## src/hw/rtl/apdg_pkg.sv

```systemverilog
// ----------------------------------------------------------------------------
// apdg_pkg
// Shared types and constants for the audio packet deframer with makeup gain.
// ----------------------------------------------------------------------------
`default_nettype none

package apdg_pkg;

  localparam int unsigned BYTE_W   = 8;
  localparam int unsigned GAIN_W   = 20;
  localparam int unsigned RAW_W    = 32;
  localparam int unsigned PROD_W   = RAW_W + GAIN_W;
  localparam int unsigned SAMPLE_W = 24;
  localparam int unsigned KIND_W   = 2;
  localparam int unsigned HCNT_W   = 6;
  localparam int unsigned PHASE_W  = 2;

  localparam logic [31:0]       HDR_MAGIC  = 32'h4553_5032;
  localparam logic [HCNT_W-1:0] HDR_LAST   = HCNT_W'(33);
  localparam logic [GAIN_W-1:0] GAIN_RESET = GAIN_W'(4096);

  // header byte offsets
  localparam logic [HCNT_W-1:0] OFS_SEQ      = HCNT_W'(4);
  localparam logic [HCNT_W-1:0] OFS_INDEX    = HCNT_W'(8);
  localparam logic [HCNT_W-1:0] OFS_TSTAMP   = HCNT_W'(16);
  localparam logic [HCNT_W-1:0] OFS_FRAMES_L = HCNT_W'(24);
  localparam logic [HCNT_W-1:0] OFS_FRAMES_H = HCNT_W'(25);
  localparam logic [HCNT_W-1:0] OFS_CHANNELS = HCNT_W'(26);
  localparam logic [HCNT_W-1:0] OFS_BPS      = HCNT_W'(27);

  // parse phases
  localparam logic [PHASE_W-1:0] PH_HEADER  = 2'd0;
  localparam logic [PHASE_W-1:0] PH_PAYLOAD = 2'd1;
  localparam logic [PHASE_W-1:0] PH_HALTED  = 2'd2;

  // event kinds
  localparam logic [KIND_W-1:0] EV_SAMPLE    = 2'd0;
  localparam logic [KIND_W-1:0] EV_PKT_END   = 2'd1;
  localparam logic [KIND_W-1:0] EV_BAD_MAGIC = 2'd2;
  localparam logic [KIND_W-1:0] EV_EMPTY     = 2'd3;

  localparam logic [31:0] SAT_POS_LIM = 32'h7FFF_FFFF;
  localparam logic [31:0] SAT_NEG_LIM = 32'h8000_0000;
  localparam logic [PROD_W-1:0] ROUND_HALF = PROD_W'(2048);

  typedef struct packed {
    logic [KIND_W-1:0] kind;
    logic              done;
    logic [31:0]       seq;
    logic [63:0]       high_idx;
    logic [31:0]       written;
  } status_t;

endpackage

`default_nettype wire

```

## src/hw/rtl/audio_packet_deframer_gain_core.sv

```systemverilog
// ----------------------------------------------------------------------------
// audio_packet_deframer_gain_core
// Byte-serial packet deframer: header parse, int32 sample assembly, Q8.12
// makeup gain with round half away from zero, saturation and 24-bit output.
// ----------------------------------------------------------------------------
// One byte is accepted per cycle, back to back; the input stalls only while
// both the product register and the output register hold undelivered events
// and out_ready is low. When a byte that produces an event is accepted, its
// 32x20 gain product and status land in the first register; once the output
// register is free, the rounded, saturated sample and status words move there
// with out_valid high. Halted bytes, quiet payload bytes and header bytes but
// the last (which may flag bad magic or an empty packet) give no output beat.
// The gain register is written through the cfg port, which is always ready.
`default_nettype none

module audio_packet_deframer_gain_core (
  input  wire logic        clk,
  input  wire logic        rst_n,

  input  wire logic        in_valid,
  output logic             in_ready,
  input  wire logic [7:0]  in_stream_byte,
  input  wire logic        in_new_connection,

  input  wire logic        cfg_valid,
  output logic             cfg_ready,
  input  wire logic [19:0] cfg_gain_q8_12,

  output logic             out_valid,
  input  wire logic        out_ready,
  output logic [1:0]       out_event_kind,
  output logic [23:0]      out_sample_out,
  output logic             out_packet_done,
  output logic [31:0]      out_seq_status,
  output logic [63:0]      out_highest_index_status,
  output logic [31:0]      out_samples_written_status
);

  // configuration
  logic [apdg_pkg::GAIN_W-1:0] gain_r;

  // parse state
  logic [apdg_pkg::PHASE_W-1:0] phase_r, phase_nxt;
  logic [apdg_pkg::HCNT_W-1:0]  hcnt_r, hcnt_nxt;
  logic [31:0] magic_r, magic_nxt;
  logic [31:0] seq_hold_r, seq_hold_nxt;
  logic [63:0] first_r, first_nxt;
  logic [15:0] frames_r, frames_nxt;
  logic [7:0]  chans_r, chans_nxt;
  logic [7:0]  bps_r, bps_nxt;
  logic [23:0] fc_r, fc_nxt;
  logic [31:0] rem_r, rem_nxt;
  logic [31:0] pos_r, pos_nxt;
  logic [23:0] asm_r, asm_nxt;
  logic [31:0] last_seq_r, last_seq_nxt;
  logic [63:0] high_idx_r, high_idx_nxt;
  logic [31:0] written_r, written_nxt;

  // first stage
  logic                         s1_valid_r;
  apdg_pkg::status_t            s1_stat_r, s1_stat_nxt;
  logic [apdg_pkg::PROD_W-1:0]  s1_prod_r;
  logic                         res_fire;

  // output stage
  logic                         out_valid_r;
  apdg_pkg::status_t            out_stat_r;
  logic [apdg_pkg::SAMPLE_W-1:0] out_sample_r;

  logic in_fire, out_free, s1_move;

  logic [apdg_pkg::PHASE_W-1:0] phase_eff;
  logic [apdg_pkg::HCNT_W-1:0]  k;
  logic [31:0]                  pay_len;
  logic [31:0]                  raw;
  logic signed [apdg_pkg::PROD_W-1:0] prod;
  logic                         pay_done;

  assign out_free  = !out_valid_r || out_ready;
  assign s1_move   = s1_valid_r && out_free;
  assign in_ready  = !s1_valid_r || out_free;
  assign in_fire   = in_valid && in_ready;
  assign cfg_ready = 1'b1;

  assign pay_len = 32'(fc_r) * 32'(bps_r);
  assign raw     = {in_stream_byte, asm_r};
  assign prod    = $signed(raw) * $signed(gain_r);
  assign pay_done = (rem_r == 32'd1);

  always_comb begin
    phase_eff = in_new_connection ? apdg_pkg::PH_HEADER : phase_r;
    k         = in_new_connection ? '0 : hcnt_r;

    phase_nxt    = phase_eff;
    hcnt_nxt     = k;
    magic_nxt    = magic_r;
    seq_hold_nxt = seq_hold_r;
    first_nxt    = first_r;
    frames_nxt   = frames_r;
    chans_nxt    = chans_r;
    bps_nxt      = bps_r;
    fc_nxt       = fc_r;
    rem_nxt      = rem_r;
    pos_nxt      = pos_r;
    asm_nxt      = asm_r;
    last_seq_nxt = last_seq_r;
    high_idx_nxt = high_idx_r;
    written_nxt  = written_r;

    res_fire          = 1'b0;
    s1_stat_nxt.kind  = apdg_pkg::EV_SAMPLE;
    s1_stat_nxt.done  = 1'b0;

    case (phase_eff)
      apdg_pkg::PH_HEADER: begin
        if (k < apdg_pkg::OFS_SEQ) begin
          magic_nxt[8*k[1:0] +: 8] = in_stream_byte;
        end else if (k < apdg_pkg::OFS_INDEX) begin
          seq_hold_nxt[8*k[1:0] +: 8] = in_stream_byte;
        end else if (k < apdg_pkg::OFS_TSTAMP) begin
          first_nxt[8*k[2:0] +: 8] = in_stream_byte;
        end else if (k == apdg_pkg::OFS_FRAMES_L) begin
          frames_nxt[7:0] = in_stream_byte;
        end else if (k == apdg_pkg::OFS_FRAMES_H) begin
          frames_nxt[15:8] = in_stream_byte;
        end else if (k == apdg_pkg::OFS_CHANNELS) begin
          chans_nxt = in_stream_byte;
        end else if (k == apdg_pkg::OFS_BPS) begin
          bps_nxt = in_stream_byte;
          // frames and channels are both in place by now
          fc_nxt  = 24'(frames_r) * 24'(chans_r);
        end

        if (k != apdg_pkg::HDR_LAST) begin
          hcnt_nxt = k + 1'b1;
        end else begin
          hcnt_nxt = '0;
          if (magic_r != apdg_pkg::HDR_MAGIC) begin
            phase_nxt        = apdg_pkg::PH_HALTED;
            res_fire         = 1'b1;
            s1_stat_nxt.kind = apdg_pkg::EV_BAD_MAGIC;
          end else begin
            rem_nxt = pay_len;
            if (pay_len == '0) begin
              res_fire         = 1'b1;
              s1_stat_nxt.kind = apdg_pkg::EV_EMPTY;
            end else begin
              pos_nxt   = '0;
              asm_nxt   = '0;
              phase_nxt = apdg_pkg::PH_PAYLOAD;
            end
          end
        end
      end

      apdg_pkg::PH_PAYLOAD: begin
        pos_nxt = pos_r + 1'b1;
        rem_nxt = rem_r - 1'b1;
        if (pos_r < {14'd0, frames_r, 2'b00}) begin
          if (pos_r[1:0] != 2'd3) begin
            asm_nxt[8*pos_r[1:0] +: 8] = in_stream_byte;
          end else begin
            res_fire         = 1'b1;
            s1_stat_nxt.kind = apdg_pkg::EV_SAMPLE;
          end
        end
        if (pay_done) begin
          last_seq_nxt = seq_hold_r;
          high_idx_nxt = first_r + 64'(frames_r) - 64'd1;
          written_nxt  = written_r + 32'(frames_r);
          phase_nxt    = apdg_pkg::PH_HEADER;
          hcnt_nxt     = '0;
          s1_stat_nxt.done = 1'b1;
          if (!res_fire) begin
            res_fire         = 1'b1;
            s1_stat_nxt.kind = apdg_pkg::EV_PKT_END;
          end
        end
      end

      default: begin
        // halted: bytes are dropped until a new connection
      end
    endcase

    s1_stat_nxt.seq      = last_seq_nxt;
    s1_stat_nxt.high_idx = high_idx_nxt;
    s1_stat_nxt.written  = written_nxt;
  end

  always_ff @(posedge clk) begin
    if (!rst_n) begin
      gain_r     <= apdg_pkg::GAIN_RESET;
      phase_r    <= apdg_pkg::PH_HEADER;
      hcnt_r     <= '0;
      magic_r    <= '0;
      seq_hold_r <= '0;
      first_r    <= '0;
      frames_r   <= '0;
      chans_r    <= '0;
      bps_r      <= '0;
      fc_r       <= '0;
      rem_r      <= '0;
      pos_r      <= '0;
      asm_r      <= '0;
      last_seq_r <= '0;
      high_idx_r <= '0;
      written_r  <= '0;
    end else begin
      if (cfg_valid && cfg_ready) begin
        gain_r <= cfg_gain_q8_12;
      end
      if (in_fire) begin
        phase_r    <= phase_nxt;
        hcnt_r     <= hcnt_nxt;
        magic_r    <= magic_nxt;
        seq_hold_r <= seq_hold_nxt;
        first_r    <= first_nxt;
        frames_r   <= frames_nxt;
        chans_r    <= chans_nxt;
        bps_r      <= bps_nxt;
        fc_r       <= fc_nxt;
        rem_r      <= rem_nxt;
        pos_r      <= pos_nxt;
        asm_r      <= asm_nxt;
        last_seq_r <= last_seq_nxt;
        high_idx_r <= high_idx_nxt;
        written_r  <= written_nxt;
      end
    end
  end

  // stage 1: raw gain product
  always_ff @(posedge clk) begin
    if (!rst_n) begin
      s1_valid_r <= 1'b0;
    end else if (in_ready) begin
      s1_valid_r <= in_fire && res_fire;
    end
  end

  always_ff @(posedge clk) begin
    if (in_fire && res_fire) begin
      s1_stat_r <= s1_stat_nxt;
      s1_prod_r <= prod;
    end
  end

  // stage 2: round half away from zero, saturate, drop 8 LSBs
  logic                        p_neg;
  logic [apdg_pkg::PROD_W-1:0] p_mag_rnd;
  logic [39:0]                 p_q;
  logic [31:0]                 p_sat;
  logic [apdg_pkg::SAMPLE_W-1:0] p_sample;

  always_comb begin
    p_neg = s1_prod_r[apdg_pkg::PROD_W-1];
    // |p| + 2048 folded into one add for negative products
    p_mag_rnd = p_neg ? (~s1_prod_r + apdg_pkg::ROUND_HALF + 1'b1)
                      : (s1_prod_r + apdg_pkg::ROUND_HALF);
    p_q = p_mag_rnd[apdg_pkg::PROD_W-1:12];
    if (!p_neg) begin
      p_sat = (p_q > 40'(apdg_pkg::SAT_POS_LIM)) ? apdg_pkg::SAT_POS_LIM : p_q[31:0];
    end else begin
      p_sat = (p_q > 40'(apdg_pkg::SAT_NEG_LIM)) ? apdg_pkg::SAT_NEG_LIM
                                                 : (32'd0 - p_q[31:0]);
    end
    p_sample = (s1_stat_r.kind == apdg_pkg::EV_SAMPLE) ? p_sat[31:8] : '0;
  end

  always_ff @(posedge clk) begin
    if (!rst_n) begin
      out_valid_r <= 1'b0;
    end else if (out_free) begin
      out_valid_r <= s1_valid_r;
    end
  end

  always_ff @(posedge clk) begin
    if (s1_move) begin
      out_stat_r   <= s1_stat_r;
      out_sample_r <= p_sample;
    end
  end

  assign out_valid                  = out_valid_r;
  assign out_event_kind             = out_stat_r.kind;
  assign out_sample_out             = out_sample_r;
  assign out_packet_done            = out_stat_r.done;
  assign out_seq_status             = out_stat_r.seq;
  assign out_highest_index_status   = out_stat_r.high_idx;
  assign out_samples_written_status = out_stat_r.written;

endmodule

`default_nettype wire

```

## config.mk

```make
export PLATFORM = sky130hd
export DESIGN_NAME = audio_packet_deframer_gain_core
export DESIGN_NICKNAME = d
export VERILOG_FILES = /design/src/hw/rtl/apdg_pkg.sv /design/src/hw/rtl/audio_packet_deframer_gain_core.sv
export SDC_FILE = /design/constraint.sdc
export NUM_CORES = 2
export LEC_CHECK = 0
export BUFFER_PORTS_ARGS = -buffer_cell sky130_fd_sc_hd__buf_2
export CAP_MARGIN = 20
export CORE_MARGIN = 3
export CORE_UTILIZATION = 53
export CTS_CLUSTER_DIAMETER = 60
export DETAILED_ROUTE_END_ITERATION = 12
export PLACE_DENSITY = 0.67
export SYNTH_ARGS = -nofsm -noshare
export SYNTH_HDL_FRONTEND = slang
export SYNTH_SLANG_ARGS = --single-unit
```

## constraint.sdc

```tcl
create_clock -name clk -period 32 [get_ports clk]
set_input_delay 1.6 -clock clk [delete_from_list [all_inputs] [get_ports clk]]
set_output_delay 1.6 -clock clk [all_outputs]
set_load 0.02 [all_outputs]
```

[After elaboration in Yosys (flattened, before gate mapping)]
Index checks and enable logic that the tools add are counted.
Storage, ports and cells
  word-level logic and storage cells: 152
  register bits after elaboration: 768
  output and inout bits: 158
Cells by class
  $add $sub $neg: 13
  eq/ne operators: 14
  reduce and logical (&&, ||, !) cells: 21
  bitwise logic cells: 7
  shifts and indexed selects: 6
  multiply operators: 3
  muxes and demuxes: 51
  $lt $le $gt $ge: 6
Operator list (number)
  32-bit 2-to-1 mux: 12
  64-bit 2-to-1 mux: 2
  32-bit case mux with 2 select lines: 2
  24-bit 2-to-1 mux: 5
  52-bit by 12-bit adder with 52-bit output, second input constant: 2
  5-bit negation with 34-bit output: 2
  64-bit by 16-bit adder with 64-bit output: 1
  32-bit bitwise mux: 2
  64-bit bitwise mux: 1
  8-bit by 34-bit variable shift with 64-bit output, first input constant: 1
  8-bit by 34-bit indexed part select with 64-bit output: 1
  64-bit by 1-bit subtractor with 64-bit output, second input constant: 1
  52-bit by 1-bit adder with 52-bit output, second input constant: 1
  32-bit by 20-bit multiplier with 52-bit output: 1
  52-bit 2-to-1 mux: 1
  52-bit inverter: 1
  24-bit case mux with 2 select lines: 1
  40-bit by 31-bit > comparator with 1-bit output, second input constant: 1
  40-bit by 32-bit > comparator with 1-bit output, second input constant: 1
  6-bit negation with 34-bit output: 1
  8-bit by 34-bit variable shift with 24-bit output, first input constant: 1
  8-bit by 34-bit variable shift with 32-bit output, first input constant: 1
  8-bit by 34-bit indexed part select with 24-bit output: 1
  8-bit by 34-bit indexed part select with 32-bit output: 1
  38 further kinds: 77

[Logic depth before layout (Yosys ltp)]
  depth in word-level cells: 7
  gate-level depth with buffers: 28

[Least setup slack after synthesis]
Ideal clock, no wire load.
  path type: reg2reg
  start: register bps_r[7]
  end: register s1_prod_r[0] (netlist name), enable pin
  library setup time: 0.567 ns
  period minus slack after synthesis: 10.538 ns
  setup slack: 21.462 ns
  path buffers: 2
  cell stages (with the launch flop): 21
  required time: 31.433 ns
  data arrival time: 9.971 ns
  path through: dfxtp_1 clkbuf_1 nand2_1 fa_1 fa_1 fa_1 fa_1 inv_1 ha_1 buf_2 a21o_1 a21o_1 a41o_1 and3_1 a211o_4 a211oi_2 o2111ai_1 or4_1 or4_4 a21oi_1 o21ba_1
On the way
  longest elaborated chain between the ends: 7
RTL lines
  from (decl): line audio_packet_deframer_gain_core.sv:50  | logic [7:0] bps_r, bps_nxt;
  from (signal assigned): line audio_packet_deframer_gain_core.sv:221  | bps_r <= bps_nxt;
  24-bit by 8-bit multiplier with 32-bit output: line audio_packet_deframer_gain_core.sv:85  | assign pay_len = 32'(fc_r) * 32'(bps_r);
  32-bit zero test: line audio_packet_deframer_gain_core.sv:144  | if (pay_len == '0) begin
  1-bit 2-to-1 mux: line audio_packet_deframer_gain_core.sv:144
  1-bit 2-to-1 mux: line audio_packet_deframer_gain_core.sv:138  | if (magic_r != apdg_pkg::HDR_MAGIC) begin
  1-bit 2-to-1 mux: line audio_packet_deframer_gain_core.sv:134  | if (k != apdg_pkg::HDR_LAST) begin
  1-bit case mux with 2 select lines: line audio_packet_deframer_gain_core.sv:114  | case (phase_eff)
  1-bit logical AND: line audio_packet_deframer_gain_core.sv:243  | if (in_fire && res_fire) begin
  to (signal assigned): line audio_packet_deframer_gain_core.sv:245  | s1_prod_r <= prod;
  to (decl): line audio_packet_deframer_gain_core.sv:62  | logic [apdg_pkg::PROD_W-1:0] s1_prod_r;
Every way passes these cells.
A chain may end at the register's enable or synchronous reset.

[Worst setup path in the final report]
  start: register bps_r[4]
  end: register s1_stat_r[11] (netlist name), enable pin
On the way
  longest elaborated chain between the ends: 7
RTL lines
  24-bit by 8-bit multiplier with 32-bit output: line audio_packet_deframer_gain_core.sv:85
  32-bit zero test: line audio_packet_deframer_gain_core.sv:144
  1-bit 2-to-1 mux: line audio_packet_deframer_gain_core.sv:144
  1-bit 2-to-1 mux: line audio_packet_deframer_gain_core.sv:138
  1-bit 2-to-1 mux: line audio_packet_deframer_gain_core.sv:134
  1-bit case mux with 2 select lines: line audio_packet_deframer_gain_core.sv:114
  1-bit logical AND: line audio_packet_deframer_gain_core.sv:243
  to (signal assigned): line audio_packet_deframer_gain_core.sv:244  | s1_stat_r <= s1_stat_nxt;
  to (decl): line audio_packet_deframer_gain_core.sv:61  | apdg_pkg::status_t s1_stat_r, s1_stat_nxt;
Every way passes these cells.

==> reports/summary.md <==
- **length of routed wiring on met1** 81400 µm
- **most common cell type on the critical path** sky130_fd_sc_hd__fa_1
- **origin of the worst min-delay path** s1_stat_r[32]
- **number of warning messages in the yosys log** 0
- **min Tclk post-route** 9.51 ns
- **required arrival time at the worst endpoint** 32.35 ns
- **Clock Sinks** 768
- **cell family contributing the most delay on the critical path** adder cells
- **share of final-layout standard cells stronger than drive strength 1** 0.0672
- **clock tree from TritonCTS** yes
- **kind of path behind the tightest hold check** reg2reg
- **Post-CTS Resized** 0
- **total number of vias** 54524
- **Yosys cell types** 108
- **number of max-capacitance violations reported** 0
- **initial antenna violation count** 6
- **Post-synth EDFFs** 338
- **Rows** 132
- **final clock period utilization by the worst path** 0.297
- **slowest library cell on the worst path** sky130_fd_sc_hd__dfxtp_1
- **number of nets produced by synthesis** 9074
- **Syn Inst Count** 7833
- **die outline area** 136000 µm²
- **#FFs+latches synth** 768
- **power density of the placed cells** 41.0 nW/µm²
- **Reg2Reg Launch Point** bps_r[4]
- **start-to-end type of the worst setup path** reg2reg
- **worst reg2reg path depth** 20
- **Crit path largest cell delay** 1.04 ns
- **final setup violating endpoints** 0
- **Ports** 192
- **crit-path cells** nand2_1 > fa_1 > fa_1 > fa_1 > fa_1 > inv_1 > ha_1 > a21o_1 > o21bai_1 > o41ai_4 > o31ai_2 > a2111oi_0 > nor3_1 > nand4_1 > or4_1 > or4_4 > a21oi_1 > o21ba_4 > buf_4 > buf_4
- **normalized max-slew margin** 0.258
- **Final Net Count** 9004
- **reg-to-reg setup timing slack** 22.49 ns
- **DR iter-0 viols** 4706
- **Lkg Pwr** 0.0324 µW
- **x dimension of the die** 369 µm
- **Design Power** 3090 µW
- **final antenna-violating net count** 0
- **routed wire length** 186000 µm
- **Core Box Area** 130000 µm²
- **part of the Yosys area used for sequential elements** 0.269
- **largest net degree at the start of global routing** 132
- **Post-Route Setup TNS** 0 ns
- **Chip Height** 369 µm
- **total routing resource utilization after global routing** 0.275
- **DP HPWL** 136000 µm
- **Max FO, Critical Path** 83
- **worst slew pin tran** 1.11 ns
- **share of flip-flops with an asynchronous set or reset after synthesis** 0
- **unrepaired setup endpoints after global routing** no
- **Hold Path Sink** out_highest_index_status[0]
- **Worst Path Arrival** 9.86 ns
- **Post-Synthesis Cell Area** 69700 µm²
- **status** finished clean
- **detailed-route DRC error count** 0
- **total of buffers placed on input and output ports** 190
- **Synth-to-Final Area Change** 7.95%
- **endpoint kind of the worst setup timing path** flip-flop
- **total met2 wirelength after detailed routing** 85200 µm
- **endpoint of the lowest-slack register-to-register path** s1_stat_r[11]
- **clock-pin transition on the worst setup and hold timing paths** 0.06 ns
- **Clk Latency, worst-skew pair** 0.75 ns
- **hold bufs inserted after CTS** 0
- **number of buffers on the longest clock path** 3
- **Crit path buffers/inverters** 3
- **TritonCTS buffer count** 94
- **average vias per placed instance** 5.69
- **Cells on Worst Hold Path** 0
- **Final Hold Vio Count** 0
- **largest vdd supply drop** 0.0664 mV
- **buffers inserted during post-CTS setup optimization** 0
- **placer congestion estimate** 0.907
- **worst clock skew** 0.0849 ns
- **per-cell routed wire length** 19.4 µm
- **via count of the first global-routing pass** 54337
- **max-slew violation total from the final report** 0
- **gr ovfl total** 0
- **sum of met3 wire segment lengths after detailed routing** 14400 µm
- **fmax** 105 MHz
- **wire length of the first global-routing pass** 300000 µm
- **H-tree level count** 3
- **crit start category** flip-flop
- **effective utilization at floorplan** 0.536
- **root buf cell** sky130_fd_sc_hd__clkbuf_16
- **number of detailed-route iterations in the first pass** 6
- **Mean Syn Cell Area** 8.90 µm²
- **uppermost metal layer occupied by signal nets** met5
- **ys flop type** sky130_fd_sc_hd__dfxtp_1
[cell families after synthesis]
group,share of synthesized area
xor+xnor,0.0264
flops,0.269
mux,0.0150
simple gates,0.189
buf+inv,0.0827
fa+ha+maj,0.309
compound gates,0.109
other cells,0.0000538
[synth_stat cells (17+ instances only)]
library cell               number  area share
sky130_fd_sc_hd__and4_1        17      0.0021
sky130_fd_sc_hd__a21oi_1      488       0.035
sky130_fd_sc_hd__ha_1         353       0.063
sky130_fd_sc_hd__nor2b_1       36      0.0032
sky130_fd_sc_hd__a21o_1       112       0.012
sky130_fd_sc_hd__o21a_1        28      0.0030
sky130_fd_sc_hd__clkbuf_1     392       0.021
sky130_fd_sc_hd__a31oi_1       49      0.0044
sky130_fd_sc_hd__or3_1         24      0.0022
sky130_fd_sc_hd__o31ai_1       39      0.0042
sky130_fd_sc_hd__xnor2_1      123       0.015
sky130_fd_sc_hd__nand2_1     1231       0.066
sky130_fd_sc_hd__mux2i_1       91       0.013
sky130_fd_sc_hd__nand3_1      154       0.011
sky130_fd_sc_hd__nor4_1        33      0.0030
sky130_fd_sc_hd__and2_1       375       0.034
sky130_fd_sc_hd__nor2_1       520       0.028
sky130_fd_sc_hd__buf_1         26      0.0014
sky130_fd_sc_hd__inv_1       1069       0.058
sky130_fd_sc_hd__o21bai_1      31      0.0033
sky130_fd_sc_hd__and3_1        63      0.0057
sky130_fd_sc_hd__o21ai_0      225       0.016
sky130_fd_sc_hd__a211oi_1      42      0.0045
sky130_fd_sc_hd__o211ai_1      27      0.0029
sky130_fd_sc_hd__or4_1         17      0.0018
sky130_fd_sc_hd__edfxtp_1     338        0.15
sky130_fd_sc_hd__fa_1         854        0.25
sky130_fd_sc_hd__o21ai_1       21      0.0015
sky130_fd_sc_hd__nand4_1       69      0.0062
sky130_fd_sc_hd__nand2b_1      51      0.0046
sky130_fd_sc_hd__nor3_1       116      0.0083
sky130_fd_sc_hd__xor2_1        87       0.011
sky130_fd_sc_hd__dfxtp_1      430        0.12
[cells in the final DEF, fill, tap and decap left out, types with 12 or more instances in the layout]
cell type / n
sky130_fd_sc_hd__a221oi_1: 13
sky130_fd_sc_hd__or4_1: 17
sky130_fd_sc_hd__nor2_1: 519
sky130_fd_sc_hd__xor2_1: 87
sky130_fd_sc_hd__o21a_1: 28
sky130_fd_sc_hd__a22oi_1: 12
sky130_fd_sc_hd__dfxtp_1: 423
sky130_fd_sc_hd__ha_1: 353
sky130_fd_sc_hd__or3_1: 24
sky130_fd_sc_hd__nor2b_1: 35
sky130_fd_sc_hd__fa_1: 854
sky130_fd_sc_hd__nand2_1: 1229
sky130_fd_sc_hd__a21o_1: 111
sky130_fd_sc_hd__a31oi_1: 49
sky130_fd_sc_hd__buf_2: 189
sky130_fd_sc_hd__nand4_1: 69
sky130_fd_sc_hd__inv_1: 1069
sky130_fd_sc_hd__and4_1: 17
sky130_fd_sc_hd__xnor2_1: 123
sky130_fd_sc_hd__o211ai_1: 27
sky130_fd_sc_hd__mux2i_1: 91
sky130_fd_sc_hd__a21oi_1: 487
sky130_fd_sc_hd__and3_1: 63
sky130_fd_sc_hd__nor4_1: 33
sky130_fd_sc_hd__or2_2: 16
sky130_fd_sc_hd__clkbuf_1: 17
sky130_fd_sc_hd__and2_1: 373
sky130_fd_sc_hd__o31ai_1: 39
sky130_fd_sc_hd__buf_4: 84
sky130_fd_sc_hd__clkbuf_16: 94
sky130_fd_sc_hd__o21ai_0: 225
sky130_fd_sc_hd__edfxtp_1: 338
sky130_fd_sc_hd__o21bai_1: 31
sky130_fd_sc_hd__o21ai_1: 21
sky130_fd_sc_hd__nand3_1: 154
sky130_fd_sc_hd__mux2_2: 12
sky130_fd_sc_hd__nor3_1: 116
sky130_fd_sc_hd__a211oi_1: 42
sky130_fd_sc_hd__nand2b_1: 51
[how the worst max path moves through the flow]
stage             start        endpoint  slack, ns  depth (start not counted)
6_report       bps_r[4]   s1_stat_r[11]      22.49                         20
5_1_grt        bps_r[4]   s1_stat_r[11]      21.96                         20
4_1_cts        bps_r[4]   s1_stat_r[14]      22.44                         20
3_5_place_dp   bps_r[4]  s1_stat_r[113]      22.47                         20
3_3_place_gp   bps_r[4]  s1_stat_r[113]      22.64                         20
2_1_floorplan  bps_r[7]    s1_prod_r[0]      21.46                         20
[state kept, by name, indices dropped and copies added, names as in the netlist, 32 cells and up]
name and flops:
first_r 64, high_idx_r 64, last_seq_r 32, magic_r 32, out_highest_index_status 64, out_samples_written_status 32
out_seq_status 32, pos_r 32, rem_r 32, s1_prod_r 52, s1_stat_r 131, seq_hold_r 32
written_r 32
[report_power, final]
part / internal (µW) / switching, µW / total [µW]
clock network: 641 / 472 / 1110
logic: 367 / 541 / 908
registers: 1060 / 8.81 / 1070
[worst reg2reg max path: cells and delay by family (launching register included)]
kind | cells | cell delay, ns
adder cells (fa/ha/maj) | 5 | 2.48
AND/OR/NAND/NOR | 5 | 1.85
buffers and inverters | 3 | 1.68
AO/OA/AOI/OAI | 7 | 2.04
flip-flops | 1 | 1.04
[layout make-up]
class                   instances  area [µm²]
diodes                          1        2.50
clock buffers                 118        2510
clock inverters                59         803
fillers                     11430       54700
inverters                    1072        4030
multi-input cells            5548       45300
flip-flops and latches        768       18800
well taps                    1742        2180
repair buffers                279        1710
[through the flow]
stage               area, µm²  instances  setup slack (ns)  hold WS (ns)   util
finish                  75300       9587             22.49         0.373  0.579
global route            75300       9587             21.96         0.378  0.579
CTS                     75200       9582             22.44         0.369  0.578
detailed placement      71900       9405             22.47         0.405  0.553
global placement        71800       9404             22.64         0.402  0.553
floorplan               69700       7833             21.46         0.400      -
[routing by layer]
metal | GRT usage | vias up
li1 | - | 25298
met1 | 0.391 | 26938
met2 | 0.435 | 1989
met3 | 0.0431 | 297
met4 | 0.0816 | 2
met5 | 0.00214 | -
(Power assumes the default switching activity.)
